File: src/hw/rtl/dbx_pkg.sv
package dbx_pkg;

    localparam int MAX_CHARS   = 22;
    localparam int NUM_LANES   = 8;
    localparam int WT_ENTRIES  = 184;
    localparam int RECIP_SHIFT = 23;

    localparam logic [7:0]  MOD_P = 8'd211;
    // floor(2^23 / 211); quotient comes out exact or one low for a 15-bit portion
    localparam logic [15:0] RECIP = 16'd39756;
    localparam logic [4:0]  MIN_COUNT = 5'd4;
    localparam logic [4:0]  MAX_COUNT = 5'd31;
    localparam logic [5:0]  OSUM_MIN = 6'd4;
    localparam logic [5:0]  OSUM_MAX = 6'd13;
    localparam logic [2:0]  FINDER_MAX = 3'd5;

    // 23 rows x 8 columns, row-major
    localparam logic [7:0] WTAB [0:WT_ENTRIES-1] = '{
        8'd1,   8'd3,   8'd9,   8'd27,  8'd81,  8'd32,  8'd96,  8'd77,
        8'd20,  8'd60,  8'd180, 8'd118, 8'd143, 8'd7,   8'd21,  8'd63,
        8'd189, 8'd145, 8'd13,  8'd39,  8'd117, 8'd140, 8'd209, 8'd205,
        8'd193, 8'd157, 8'd49,  8'd147, 8'd19,  8'd57,  8'd171, 8'd91,
        8'd62,  8'd186, 8'd136, 8'd197, 8'd169, 8'd85,  8'd44,  8'd132,
        8'd185, 8'd133, 8'd188, 8'd142, 8'd4,   8'd12,  8'd36,  8'd108,
        8'd113, 8'd128, 8'd173, 8'd97,  8'd80,  8'd29,  8'd87,  8'd50,
        8'd150, 8'd28,  8'd84,  8'd41,  8'd123, 8'd158, 8'd52,  8'd156,
        8'd46,  8'd138, 8'd203, 8'd187, 8'd139, 8'd206, 8'd196, 8'd166,
        8'd76,  8'd17,  8'd51,  8'd153, 8'd37,  8'd111, 8'd122, 8'd155,
        8'd43,  8'd129, 8'd176, 8'd106, 8'd107, 8'd110, 8'd119, 8'd146,
        8'd16,  8'd48,  8'd144, 8'd10,  8'd30,  8'd90,  8'd59,  8'd177,
        8'd109, 8'd116, 8'd137, 8'd200, 8'd178, 8'd112, 8'd125, 8'd164,
        8'd70,  8'd210, 8'd208, 8'd202, 8'd184, 8'd130, 8'd179, 8'd115,
        8'd134, 8'd191, 8'd151, 8'd31,  8'd93,  8'd68,  8'd204, 8'd190,
        8'd148, 8'd22,  8'd66,  8'd198, 8'd172, 8'd94,  8'd71,  8'd2,
        8'd6,   8'd18,  8'd54,  8'd162, 8'd64,  8'd192, 8'd154, 8'd40,
        8'd120, 8'd149, 8'd25,  8'd75,  8'd14,  8'd42,  8'd126, 8'd167,
        8'd79,  8'd26,  8'd78,  8'd23,  8'd69,  8'd207, 8'd199, 8'd175,
        8'd103, 8'd98,  8'd83,  8'd38,  8'd114, 8'd131, 8'd182, 8'd124,
        8'd161, 8'd61,  8'd183, 8'd127, 8'd170, 8'd88,  8'd53,  8'd159,
        8'd55,  8'd165, 8'd73,  8'd8,   8'd24,  8'd72,  8'd5,   8'd15,
        8'd45,  8'd135, 8'd194, 8'd160, 8'd58,  8'd174, 8'd100, 8'd89
    };

    typedef struct packed {
        logic        is_check;
        logic        last;
        logic        ok;
        logic        fbad;
        logic [11:0] value;
    } dbx_ctl_t;

    typedef struct packed {
        logic s2;
        logic s3;
        logic s4;
    } dbx_adv_t;

    function automatic logic [7:0] dbx_weight(input logic [4:0] row, input logic [2:0] col);
        logic [7:0] idx;
        idx = {row, col};
        if (idx < 8'(WT_ENTRIES))
            return WTAB[idx];
        else
            return 8'd0;
    endfunction

endpackage

File: src/hw/rtl/dbx_lane.sv
module dbx_lane (
    input  logic        clk,
    input  logic        en,
    input  logic        zero,
    input  logic [4:0]  row,
    input  logic [2:0]  col,
    input  logic [3:0]  wid,
    output logic [11:0] prod
);
    import dbx_pkg::*;

    logic [11:0] prod_reg;
    logic [11:0] prod_next;
    logic [7:0]  wt;

    assign wt        = dbx_weight(row, col);
    assign prod_next = zero ? 12'd0 : 12'(wid) * 12'(wt);

    always_ff @(posedge clk)
    begin
        if (en)
            prod_reg <= prod_next;
    end

    assign prod = prod_reg;

endmodule

File: src/hw/rtl/dbx_merge.sv
module dbx_merge (
    input  logic                  clk,
    input  dbx_pkg::dbx_adv_t     adv,
    input  logic [11:0]           prod [dbx_pkg::NUM_LANES],
    output logic [14:0]           portion,
    output logic [7:0]            pmod
);
    import dbx_pkg::*;

    logic [14:0] sum_reg;
    logic [14:0] sum_next;
    logic [14:0] por3_reg;
    logic [6:0]  q_reg;
    logic [6:0]  q_next;
    logic [30:0] qprod;
    logic [14:0] por4_reg;
    logic [7:0]  pmod_reg;
    logic [7:0]  pmod_next;
    logic [14:0] qm;
    logic [14:0] rem;

    always_comb
    begin
        sum_next = '0;
        for (int i = 0; i < NUM_LANES; i++)
            sum_next = sum_next + 15'(prod[i]);
    end

    // quotient by 211 through the reciprocal, remainder fixed up below
    assign qprod  = 31'(sum_reg) * 31'(RECIP);
    assign q_next = qprod[RECIP_SHIFT+6:RECIP_SHIFT];

    assign qm  = 15'(q_reg) * 15'(MOD_P);
    assign rem = por3_reg - qm;

    always_comb
    begin
        if (rem >= 15'(MOD_P))
            pmod_next = 8'(rem - 15'(MOD_P));
        else
            pmod_next = rem[7:0];
    end

    always_ff @(posedge clk)
    begin
        if (adv.s2)
            sum_reg <= sum_next;
        if (adv.s3)
        begin
            por3_reg <= sum_reg;
            q_reg    <= q_next;
        end
        if (adv.s4)
        begin
            por4_reg <= por3_reg;
            pmod_reg <= pmod_next;
        end
    end

    assign portion = por4_reg;
    assign pmod    = pmod_reg;

endmodule

File: src/hw/rtl/dbx_acc.sv
module dbx_acc (
    input  logic              clk,
    input  logic              rst_n,
    input  logic              en,
    input  logic              upd,
    input  dbx_pkg::dbx_ctl_t ctl,
    input  logic [14:0]       portion,
    input  logic [7:0]        pmod,
    output logic              char_ok,
    output logic [14:0]       portion_out,
    output logic              symbol_done,
    output logic              checksum_ok
);
    import dbx_pkg::*;

    logic [7:0]  sum_reg,    sum_next;
    logic [4:0]  count_reg,  count_next;
    logic [11:0] target_reg, target_next;
    logic        bad_reg,    bad_next;
    logic [12:0] off_reg,    off_next;

    logic [7:0]  sum_n;
    logic [4:0]  count_n;
    logic [11:0] target_n;
    logic        bad_n;
    logic [12:0] off_n;
    logic [8:0]  cand;
    logic        match;

    logic        ok_reg;
    logic [14:0] por_reg;
    logic        done_reg;
    logic        match_reg;

    assign cand = {1'b0, sum_reg} + {1'b0, pmod};

    always_comb
    begin
        if (ctl.is_check)
        begin
            sum_n    = '0;
            count_n  = 5'd1;
            target_n = ctl.value;
            bad_n    = !ctl.ok || ctl.fbad;
            off_n    = '0;
        end
        else
        begin
            sum_n    = (cand >= 9'(MOD_P)) ? 8'(cand - 9'(MOD_P)) : cand[7:0];
            count_n  = (count_reg < MAX_COUNT) ? count_reg + 5'd1 : count_reg;
            target_n = target_reg;
            bad_n    = bad_reg || (count_reg == 5'd0) || !ctl.ok || ctl.fbad
                       || (count_n > 5'(MAX_CHARS));
            // off tracks 211*(count-4) once count reaches 4
            off_n    = (count_n > MIN_COUNT && count_n != count_reg)
                       ? off_reg + 13'(MOD_P) : off_reg;
        end
        match = ctl.last && !bad_n && (count_n >= MIN_COUNT)
                && ((off_n + 13'(sum_n)) == 13'(target_n));
    end

    always_comb
    begin
        sum_next    = sum_reg;
        count_next  = count_reg;
        target_next = target_reg;
        bad_next    = bad_reg;
        off_next    = off_reg;
        if (upd)
        begin
            if (ctl.last)
            begin
                sum_next    = '0;
                count_next  = '0;
                target_next = '0;
                bad_next    = 1'b0;
                off_next    = '0;
            end
            else
            begin
                sum_next    = sum_n;
                count_next  = count_n;
                target_next = target_n;
                bad_next    = bad_n;
                off_next    = off_n;
            end
        end
    end

    always_ff @(posedge clk or negedge rst_n)
    begin
        if (!rst_n)
        begin
            sum_reg    <= '0;
            count_reg  <= '0;
            target_reg <= '0;
            bad_reg    <= 1'b0;
            off_reg    <= '0;
        end
        else
        begin
            sum_reg    <= sum_next;
            count_reg  <= count_next;
            target_reg <= target_next;
            bad_reg    <= bad_next;
            off_reg    <= off_next;
        end
    end

    always_ff @(posedge clk)
    begin
        if (en)
        begin
            ok_reg    <= ctl.ok;
            por_reg   <= portion;
            done_reg  <= ctl.last;
            match_reg <= match;
        end
    end

    assign char_ok     = ok_reg;
    assign portion_out = por_reg;
    assign symbol_done = done_reg;
    assign checksum_ok = match_reg;

endmodule

File: src/hw/rtl/databar_expanded_check_verify.sv
// channel   dir  beat fields
// s_axis    in   tdata: finder_value, odd_pattern, left_char, odd_widths, even_widths,
//                char_value; tuser: is_check_char; tlast: last_char
// m_axis    out  tdata: char_ok, portion, checksum_ok; tlast: symbol_done
//
// One beat per cycle sustained while m_axis_tready is high.
// Stages: 8 weight lanes, lane sum, reciprocal quotient, mod-211 remainder,
// accumulate into the output register.
// Each stage holds while the one after it is full and stalled; s_axis_tready
// falls only when all five stages are full and m_axis_tready is low.
// Reset clears the stage valids and the running symbol state.
module databar_expanded_check_verify (
    input  logic        clk,
    input  logic        rst_n,
    input  logic        s_axis_tvalid,
    output logic        s_axis_tready,
    // [2:0] finder_value, [3] odd_pattern, [4] left_char, [20:5] odd_widths,
    // [36:21] even_widths, [48:37] char_value, [55:49] zero
    input  logic [55:0] s_axis_tdata,
    input  logic        s_axis_tuser,   // [0] is_check_char
    input  logic        s_axis_tlast,
    output logic        m_axis_tvalid,
    input  logic        m_axis_tready,
    // [0] char_ok, [15:1] portion, [16] checksum_ok, [23:17] zero
    output logic [23:0] m_axis_tdata,
    output logic        m_axis_tlast
);
    import dbx_pkg::*;

    logic [2:0]  finder;
    logic        oddp;
    logic        left;
    logic [15:0] ow;
    logic [15:0] ew;
    logic [5:0]  osum;
    logic        a1left;
    logic        zero;
    logic [4:0]  row;
    logic [3:0]  wid [NUM_LANES];
    logic [11:0] prod [NUM_LANES];
    dbx_ctl_t    ctl_in;

    logic v1_reg, v2_reg, v3_reg, v4_reg, v5_reg;
    logic v1_next, v2_next, v3_next, v4_next, v5_next;
    logic adv1, adv2, adv3, adv4, adv5;
    dbx_adv_t adv;
    dbx_ctl_t ctl1_reg, ctl2_reg, ctl3_reg, ctl4_reg;

    logic [14:0] portion4;
    logic [7:0]  pmod4;
    logic        char_ok;
    logic [14:0] portion;
    logic        symbol_done;
    logic        checksum_ok;

    assign finder = s_axis_tdata[2:0];
    assign oddp   = s_axis_tdata[3];
    assign left   = s_axis_tdata[4];
    assign ow     = s_axis_tdata[20:5];
    assign ew     = s_axis_tdata[36:21];

    assign osum = 6'(ow[3:0]) + 6'(ow[7:4]) + 6'(ow[11:8]) + 6'(ow[15:12]);

    assign ctl_in.is_check = s_axis_tuser;
    assign ctl_in.last     = s_axis_tlast;
    assign ctl_in.ok       = !osum[0] && osum >= OSUM_MIN && osum <= OSUM_MAX;
    assign ctl_in.fbad     = finder > FINDER_MAX;
    assign ctl_in.value    = s_axis_tdata[48:37];

    assign a1left = (finder == 3'd0) && oddp && left;
    assign zero   = s_axis_tuser || ctl_in.fbad || a1left;
    assign row    = zero ? 5'd0
                  : {finder, 2'b00} + {3'b000, !oddp, 1'b0} + 5'(!left) - 5'd1;

    // odd element i on column 2i, even element i on column 2i+1
    always_comb
    begin
        for (int i = 0; i < NUM_LANES / 2; i++)
        begin
            wid[2*i]   = ow[4*i +: 4];
            wid[2*i+1] = ew[4*i +: 4];
        end
    end

    genvar g;
    generate
        for (g = 0; g < NUM_LANES; g++)
        begin : g_lane
            dbx_lane u_lane (
                .clk  (clk),
                .en   (adv1),
                .zero (zero),
                .row  (row),
                .col  (3'(g)),
                .wid  (wid[g]),
                .prod (prod[g])
            );
        end
    endgenerate

    assign adv5 = !v5_reg || m_axis_tready;
    assign adv4 = !v4_reg || adv5;
    assign adv3 = !v3_reg || adv4;
    assign adv2 = !v2_reg || adv3;
    assign adv1 = !v1_reg || adv2;

    assign adv.s2 = adv2;
    assign adv.s3 = adv3;
    assign adv.s4 = adv4;

    assign v1_next = adv1 ? s_axis_tvalid : v1_reg;
    assign v2_next = adv2 ? v1_reg : v2_reg;
    assign v3_next = adv3 ? v2_reg : v3_reg;
    assign v4_next = adv4 ? v3_reg : v4_reg;
    assign v5_next = adv5 ? v4_reg : v5_reg;

    always_ff @(posedge clk or negedge rst_n)
    begin
        if (!rst_n)
        begin
            v1_reg <= 1'b0;
            v2_reg <= 1'b0;
            v3_reg <= 1'b0;
            v4_reg <= 1'b0;
            v5_reg <= 1'b0;
        end
        else
        begin
            v1_reg <= v1_next;
            v2_reg <= v2_next;
            v3_reg <= v3_next;
            v4_reg <= v4_next;
            v5_reg <= v5_next;
        end
    end

    always_ff @(posedge clk)
    begin
        if (adv1)
            ctl1_reg <= ctl_in;
        if (adv2)
            ctl2_reg <= ctl1_reg;
        if (adv3)
            ctl3_reg <= ctl2_reg;
        if (adv4)
            ctl4_reg <= ctl3_reg;
    end

    dbx_merge u_merge (
        .clk     (clk),
        .adv     (adv),
        .prod    (prod),
        .portion (portion4),
        .pmod    (pmod4)
    );

    dbx_acc u_acc (
        .clk         (clk),
        .rst_n       (rst_n),
        .en          (adv5),
        .upd         (adv5 && v4_reg),
        .ctl         (ctl4_reg),
        .portion     (portion4),
        .pmod        (pmod4),
        .char_ok     (char_ok),
        .portion_out (portion),
        .symbol_done (symbol_done),
        .checksum_ok (checksum_ok)
    );

    assign s_axis_tready = adv1;
    assign m_axis_tvalid = v5_reg;
    assign m_axis_tdata  = {7'b0, checksum_ok, portion, char_ok};
    assign m_axis_tlast  = symbol_done;

endmodule

File: config.mk
export PLATFORM = sky130hd
export DESIGN_NAME = databar_expanded_check_verify
export DESIGN_NICKNAME = d
export VERILOG_FILES = /design/src/hw/rtl/dbx_pkg.sv /design/src/hw/rtl/dbx_lane.sv /design/src/hw/rtl/dbx_merge.sv /design/src/hw/rtl/dbx_acc.sv /design/src/hw/rtl/databar_expanded_check_verify.sv
export SDC_FILE = /design/constraint.sdc
export NUM_CORES = 1
export LEC_CHECK = 0
export BUFFER_PORTS_ARGS = -buffer_cell sky130_fd_sc_hd__buf_2
export CAP_MARGIN = 15
export CORE_MARGIN = 2
export CORE_UTILIZATION = 59
export CTS_CLUSTER_SIZE = 10
export DETAILED_ROUTE_END_ITERATION = 8
export PLACE_DENSITY = 0.79
export SYNTH_ARGS = -nofsm -noshare
export SYNTH_HDL_FRONTEND = slang
export SYNTH_SLANG_ARGS = --single-unit
File: constraint.sdc
create_clock -name clk -period 5.23 [get_ports clk]
set_clock_uncertainty 0.15 [all_clocks]
set_input_delay 0.7845 -clock clk [delete_from_list [all_inputs] [get_ports clk]]
set_output_delay 0.7845 -clock clk [all_outputs]
set_load 0.01 [all_outputs]
==> results by group, run 1 <==
Status
  – Failing checks: setup timing
  – Status: finished with violations

Yosys
  – Post-Syn Area per Cell: a little under 10 sq um
  – Synth cell count leaders: inv_1 (461), ha_1 (352), fa_1 (249), edfxtp_1 (238)
  – Number of flops mapped to enable cells by yosys: approximately 240
  – Synth warn: 0
  – Synth top area cells: edfxtp_1 (25%), fa_1 (17%), ha_1 (15%)
  – Async SR Flop Fraction: roughly 16%
  – Register bit total from synthesis: between 200 and 300
  – Synth Cell Area: between 20000 and 30000 sq um
  – Count of cell types in the netlist: 80
  – Synthesized instance count: between 2000 and 3000
  – Synth area leader: edfxtp_1
  – Sequential area share after synthesis: 28.9%
  – Post-synth top flop: edfxtp_1
  – Top-count cell post-synth: inv_1
  – Post-synth top area share: around a quarter

Run
  – Max-cap viol count: 0

Layout
  – Largest register FFs: 96
  – Final instance area: around 37000 sq um
  – Fillers: 2996
  – NumNets Final: approximately 4200
  – Synthesis-to-layout area growth: 29.1%
  – Share of layout cells above drive strength 1: roughly 29%

Place
  – DPL Wire Length: 65.9 mm
  – I/O Buffers: between 70 and 80
  – Placed cell areas: 33300 sq um
  – Pre-CTS setup slack: -0.773 ns
  – Placer congestion estimate: roughly 1.0

Critical path
  – Critical Path AT: approximately 6.1 ns
  – Critical Path RT: approximately 5.4 ns
  – CP delay by family, top: adder cells
  – Cell Chain, Critical Path: ha_2, fa_2, a21o_1, a21oi_2, o21bai_1, a21oi_2, o21bai_2, a211oi_2, o21bai_2, xnor2_2, fa_2, fa_1, fa_1, inv_2, fa_1, ha_4, o21ai_2, o31ai_4, o41ai_2, xnor2_1
  – Most common cell on crit path: fa_1
  – CP Class: reg2reg
  – Critical Path Sink Type: flop
  – Slowest cell delay on critical path: 0.66 ns
  – Slowest CP cell: fa_2
  – Worst Setup Start Kind: flop
  – CP Buf/Inv Count: 1
  – CP max FO: 4

Routing
  – ANT nets after route: 0
  – 1st-iter DRT viols: around 1700
  – Via count: around 24000
  – DRC: 0
  – Detailed Routing Iterations Pass 1: 6
  – Via density: 5.75
  – DRT Wirelength: 87.9 mm
  – Per-cell routed wire length: 21.2 um

Worst hold path
  – Hold crit path type: reg2reg

STA
  – Endpoints failing hold: 0
  – Peak Freq: 168 MHz
  – Tmin final: just under 6 ns
  – # setup viols final: 18
  – RSZ-0062 raised after global routing: true
  – Setup WS post-layout: -0.725 ns
  – Relative slew slack: between 20% and 30%
  – Fin crit share: 114%
  – Final Max Tran Viols: 0
  – Slew @ Worst Pin: roughly 1.1 ns

Die
  – I/O pins: 89
  – Starting Density: about three fifths
  – Die Y: 224 um
  – Die W: 224 um
  – Core footprint: roughly 48000 sq um
  – Rows: 80
  – Total die area: around 50000 sq um

Clock network
  – Hold_buf cts: 0
  – TritonCTS Sinks: around 280
  – Clk Tree Root Cell: clkbuf_16
  – Clock Pin Slew Worst Setup and Hold Paths: approximately 0.050 ns
  – Cts bufs inserted: 35
  – CTS tree: done
  – Htree depth: 2
  – Clk buf depth: 3
  – Clock latency on the worst-skew pair: between 0.5 and 0.6 ns

GRT
  – Global route overflow: 0
  – First-pass GRT wire length: around 130 mm
  – Largest net degree at the start of global routing: between 100 and 150
  – GRT Resource Usage Total: around a third
  – Initial antenna violation count: 12
  – Vias in the first global route: ~25000
[metrics by stage]
step	TNS [ns]	util, %	hold slack [ns]	std cells
final	-4.65	77.3	0.265	4144
after floorplan	-3.92	-	0.250	2965
after global routing	-8.88	77.3	0.266	4141
after detailed placement	-28.89	69.8	0.255	3969
after global placement	-23.08	69.8	0.250	3969
after CTS	-3.43	73.6	0.264	4068
[final cells by class]
cell class	count	area, sq um	area share, %
sequential	282	8250	22.3
clock buffer	52	971	2.63
tap	615	769	2.08
inverter	461	1750	4.74
clock inverter	5	67.6	0.183
multi-input combinational	2125	20300	55.1
timing repair buffer	597	4760	12.9
antenna	7	17.5	0.0475
[worst reg2reg max path: stages (launching register included)]
cell and delay (ns):
edfxtp_1 0.37, ha_2 0.22, fa_2 0.35, a21o_1 0.18
a21oi_2 0.15, o21bai_1 0.11, a21oi_2 0.22, o21bai_2 0.12
a211oi_2 0.35, o21bai_2 0.13, xnor2_2 0.21, fa_2 0.66
fa_1 0.48, fa_1 0.57, inv_2 0.04, fa_1 0.56
ha_4 0.24, o21ai_2 0.09, o31ai_4 0.11, o41ai_2 0.26
xnor2_1 0.13
[cell usage in the layout, fill, tap and decap left out, drive strengths merged, types with 130 or more instances in the layout]
master,Yosys,routed
ha,352,352
fa,249,249
nand2,219,219
o21ai,134,134
nor2,219,219
inv,461,462
edfxtp,238,238
buf,35,593
a21oi,176,176
and2,130,130
[timing repair]
action	4_1_cts	5_1_grt
endpoints found under the hold margin	0	0
setup endpoints to repair	34	57
setup buffers	40	75
cloned	2	0
pin swaps	55	182
gates resized for setup	81	262
[cell families after synthesis]
group	count (synthesis)	synth area share (%)
multiplexers	10	0.411
other	1	0.0131
AND/OR/NAND/NOR	798	13.6
AO/OA/AOI/OAI	566	12.4
flip-flops	282	28.9
XOR/XNOR	143	4.38
adder cells (fa/ha/maj)	601	32.8
buffers and inverters	558	7.56
[final timing paths]
check / from / to / slack (ns) / depth (start not counted)
worst max-delay path: g_lane[0].u_lane.prod[0] / u_merge.sum_reg[13] / -0.73 / 20
worst min-delay path: ctl2_reg[8] / ctl3_reg[8] / 0.26 / 0
worst max register to register: g_lane[0].u_lane.prod[0] / u_merge.sum_reg[13] / -0.73 / 20
worst min register to register: ctl2_reg[8] / ctl3_reg[8] / 0.26 / 0
max in group asynchronous: rst_n / u_acc.count_reg[3] / 4.01 / 1
min in group asynchronous: rst_n / u_acc.sum_reg[6] / 0.29 / 1
[metal layers]
layer	global-route usage (%)	vias up	part of all wire (%)
li1	-	11000	-
met1	40.2	11700	38
met2	61.4	841	50
met3	3.75	284	4.8
met4	19.0	8	6.8
met5	0	-	0.058
Power of run 1 is left out: the tool's default activity adds up to more than one toggle a clock period on the data nets, which glitch-free logic cannot reach.
==> run 2, diff against run 1 <==
--- a/config.mk
+++ b/config.mk
@@ -11,7 +11,7 @@
 export CORE_UTILIZATION = 59
 export CTS_CLUSTER_SIZE = 10
 export DETAILED_ROUTE_END_ITERATION = 8
-export PLACE_DENSITY = 0.79
+export PLACE_DENSITY = 0.84
 export SYNTH_ARGS = -nofsm -noshare
 export SYNTH_HDL_FRONTEND = slang
 export SYNTH_SLANG_ARGS = --single-unit
==> results by group, run 2 (synthesized netlist as in run 1, its figures left out) <==
Clock network
  – Clock Pin Slew Worst Setup and Hold Paths: 0.06 ns (was 0.05 ns)
  – Clk Tree Root Cell: clkbuf_16 (unchanged)
  – Hold_buf cts: 0 (unchanged)
  – Cts bufs inserted: 36 (was 35)
  – CTS tree: done (unchanged)
  – Htree depth: 2 (unchanged)
  – Clock latency on the worst-skew pair: 0.55 ns (was 0.54 ns)
  – TritonCTS Sinks: 282 (unchanged)
  – Clk buf depth: 3 (unchanged)

GRT
  – Vias in the first global route: 25500 (was 24900)
  – GRT Resource Usage Total: 33.8% (was 34.3%)
  – Global route overflow: 0 (unchanged)
  – First-pass GRT wire length: 132 mm (was 133 mm)
  – Largest net degree at the start of global routing: 75 (was 114)
  – Initial antenna violation count: 11 (was 12)

Die
  – Die Y: 224 um (unchanged)
  – I/O pins: 89 (unchanged)
  – Rows: 80 (unchanged)
  – Core footprint: 47700 sq um (unchanged)
  – Total die area: 50200 sq um (unchanged)
  – Die W: 224 um (unchanged)
  – Starting Density: 59.9% (unchanged)

STA
  – Slew @ Worst Pin: 1.05 ns (was 1.09 ns)
  – Final Max Tran Viols: 0 (unchanged)
  – RSZ-0062 raised after global routing: true (unchanged)
  – Relative slew slack: 30.1% (was 27.4%)
  – Endpoints failing hold: 0 (unchanged)
  – Fin crit share: 118% (was 114%)
  – # setup viols final: 17 (was 18)
  – Tmin final: 6.16 ns (was 5.96 ns)
  – Min Hold Slack: 0.263 ns (was 0.265 ns)
  – Peak Freq: 162 MHz (was 168 MHz)
  – Setup WS post-layout: -0.927 ns (was -0.725 ns)

Routing
  – DRT Wirelength: 93.9 mm (was 87.9 mm)
  – 1st-iter DRT viols: 2460 (was 1691)
  – Via count: 25000 (was 23800)
  – DRC: 0 (unchanged)
  – Via density: 5.98 (was 5.75)
  – Per-cell routed wire length: 22.5 um (was 21.2 um)
  – ANT nets after route: 0 (unchanged)
  – Detailed Routing Iterations Pass 1: 7 (was 6)

Layout
  – Share of layout cells above drive strength 1: 28.3% (was 28.5%)
  – Fillers: 2873 (was 2996)
  – NumNets Final: 4193 (was 4165)
  – Most frequent cells in the layout: buf_4 (512), inv_1 (438), ha_1 (307) (was buf_4 (464), inv_1 (436), ha_1 (306))
  – Multi-input gate area: 20100 sq um (was 20300 sq um)
  – Register area: 8250 sq um (unchanged)
  – Commonest non-fill, non-tap cell in the layout: buf_4 (unchanged)
  – Largest register FFs: 96 (unchanged)
  – Synthesis-to-layout area growth: 28.7% (was 29.1%)

Critical path
  – Critical Path RT: 5.33 ns (was 5.35 ns)
  – Crit path launch: g_lane[0].u_lane.prod[1] (was g_lane[0].u_lane.prod[0])
  – CP Class: reg2reg (unchanged)
  – Origin of the critical flop-to-flop path: g_lane[0].u_lane.prod[1] (was g_lane[0].u_lane.prod[0])
  – Worst Setup Start Kind: flop (unchanged)
  – Critical Path Sink Type: flop (unchanged)
  – CP max FO: 4 (unchanged)
  – Critical Path AT: 6.25 ns (was 6.07 ns)

Run
  – Max-cap viol count: 0 (unchanged)

Status
  – Status: finished with violations (unchanged)
  – Failing checks: setup timing (unchanged)

Place
  – DPL Wire Length: 65.3 mm (was 65.9 mm)
  – I/O Buffers: 74 (unchanged)
  – Placer congestion estimate: 1.00 (was 1.02)

Worst hold path
  – Worst Min Path Start: ctl3_reg[8] (was ctl2_reg[8])
  – Hold crit path type: reg2reg (unchanged)
==> run 2: cell count changes in the layout (fill, tap and decap cells not counted), moves of 10 or more <==
| cell | delta |
|---|---|
| buf_12 | -11 |
| o21ai_2 | -10 |
| buf_4 | +48 |
| buf_6 | -11 |
==> run 2: worst max-delay path: stages, from the launching register on <==
cell and delay, ns:
edfxtp_1 0.38, buf_4 0.15, fa_2 0.41, a21o_1 0.20, a21oi_2 0.15, o21bai_1 0.09, a21oi_2 0.19, o21bai_2 0.10
a211oi_2 0.26, o21bai_1 0.15, xnor2_1 0.33, buf_4 0.18, fa_1 0.46, fa_1 0.51, fa_1 0.53, inv_1 0.07
fa_1 0.52, ha_4 0.23, o21ai_1 0.19, o31ai_4 0.14, o41ai_2 0.27, xnor2_1 0.20
==> run 2: metal layers <==
layer	track usage [%]	up-vias	share of wire, %
li1	-	11100	-
met1	39.7	12100	36
met2	59.4	1311	49
met3	4.88	456	7.5
met4	19.1	16	7.1
met5	0	-	0.12
==> run 2: timing repair <==
action                     in CTS  in global routing
pin swaps                      56                172
setup endpoints to repair      30                 58
resized for setup              65                224
cloned                          0                  2
hold endpoints to repair        0                  0
setup buffers                  32                 83
==> run 2: cell type report <==
cell class,count,area share [%]
Tap cell,615,2.09
Sequential cell,282,22.4
Clock inverter,8,0.282
Timing Repair Buffer,624,12.9
Inverter,461,4.75
Clock buffer,52,2.73
Multi-Input combinational cell,2125,54.8
Antenna cell,6,0.0408
==> run 2: worst paths after layout <==
path	slack (ns)	depth (start not counted)	end
hold / removal	0.26	0	ctl4_reg[8]
hold reg to reg	0.26	0	ctl4_reg[8]
setup / recovery	-0.93	21	u_merge.sum_reg[13]
setup reg to reg	-0.93	21	u_merge.sum_reg[13]
min in group asynchronous	0.29	1	u_acc.off_reg[3]
max in group asynchronous	3.99	1	u_acc.count_reg[4]
==> run 2: stage by stage <==
step | std cells | util [%] | area, sq um | setup WS [ns] | TNS [ns]
finish | 4173 | 77.0 | 36800 | -0.927 | -7.55
global route | 4168 | 77.0 | 36800 | -1.06 | -11.11
CTS | 4086 | 73.5 | 35100 | -0.481 | -3.13
detailed placement | 3994 | 70.1 | 33400 | -0.814 | -29.48
global placement | 3994 | 70.1 | 33400 | -0.570 | -21.60
floorplan | 2965 | - | 29600 | -0.291 | -3.92
Power of run 2 is left out for the same reason.
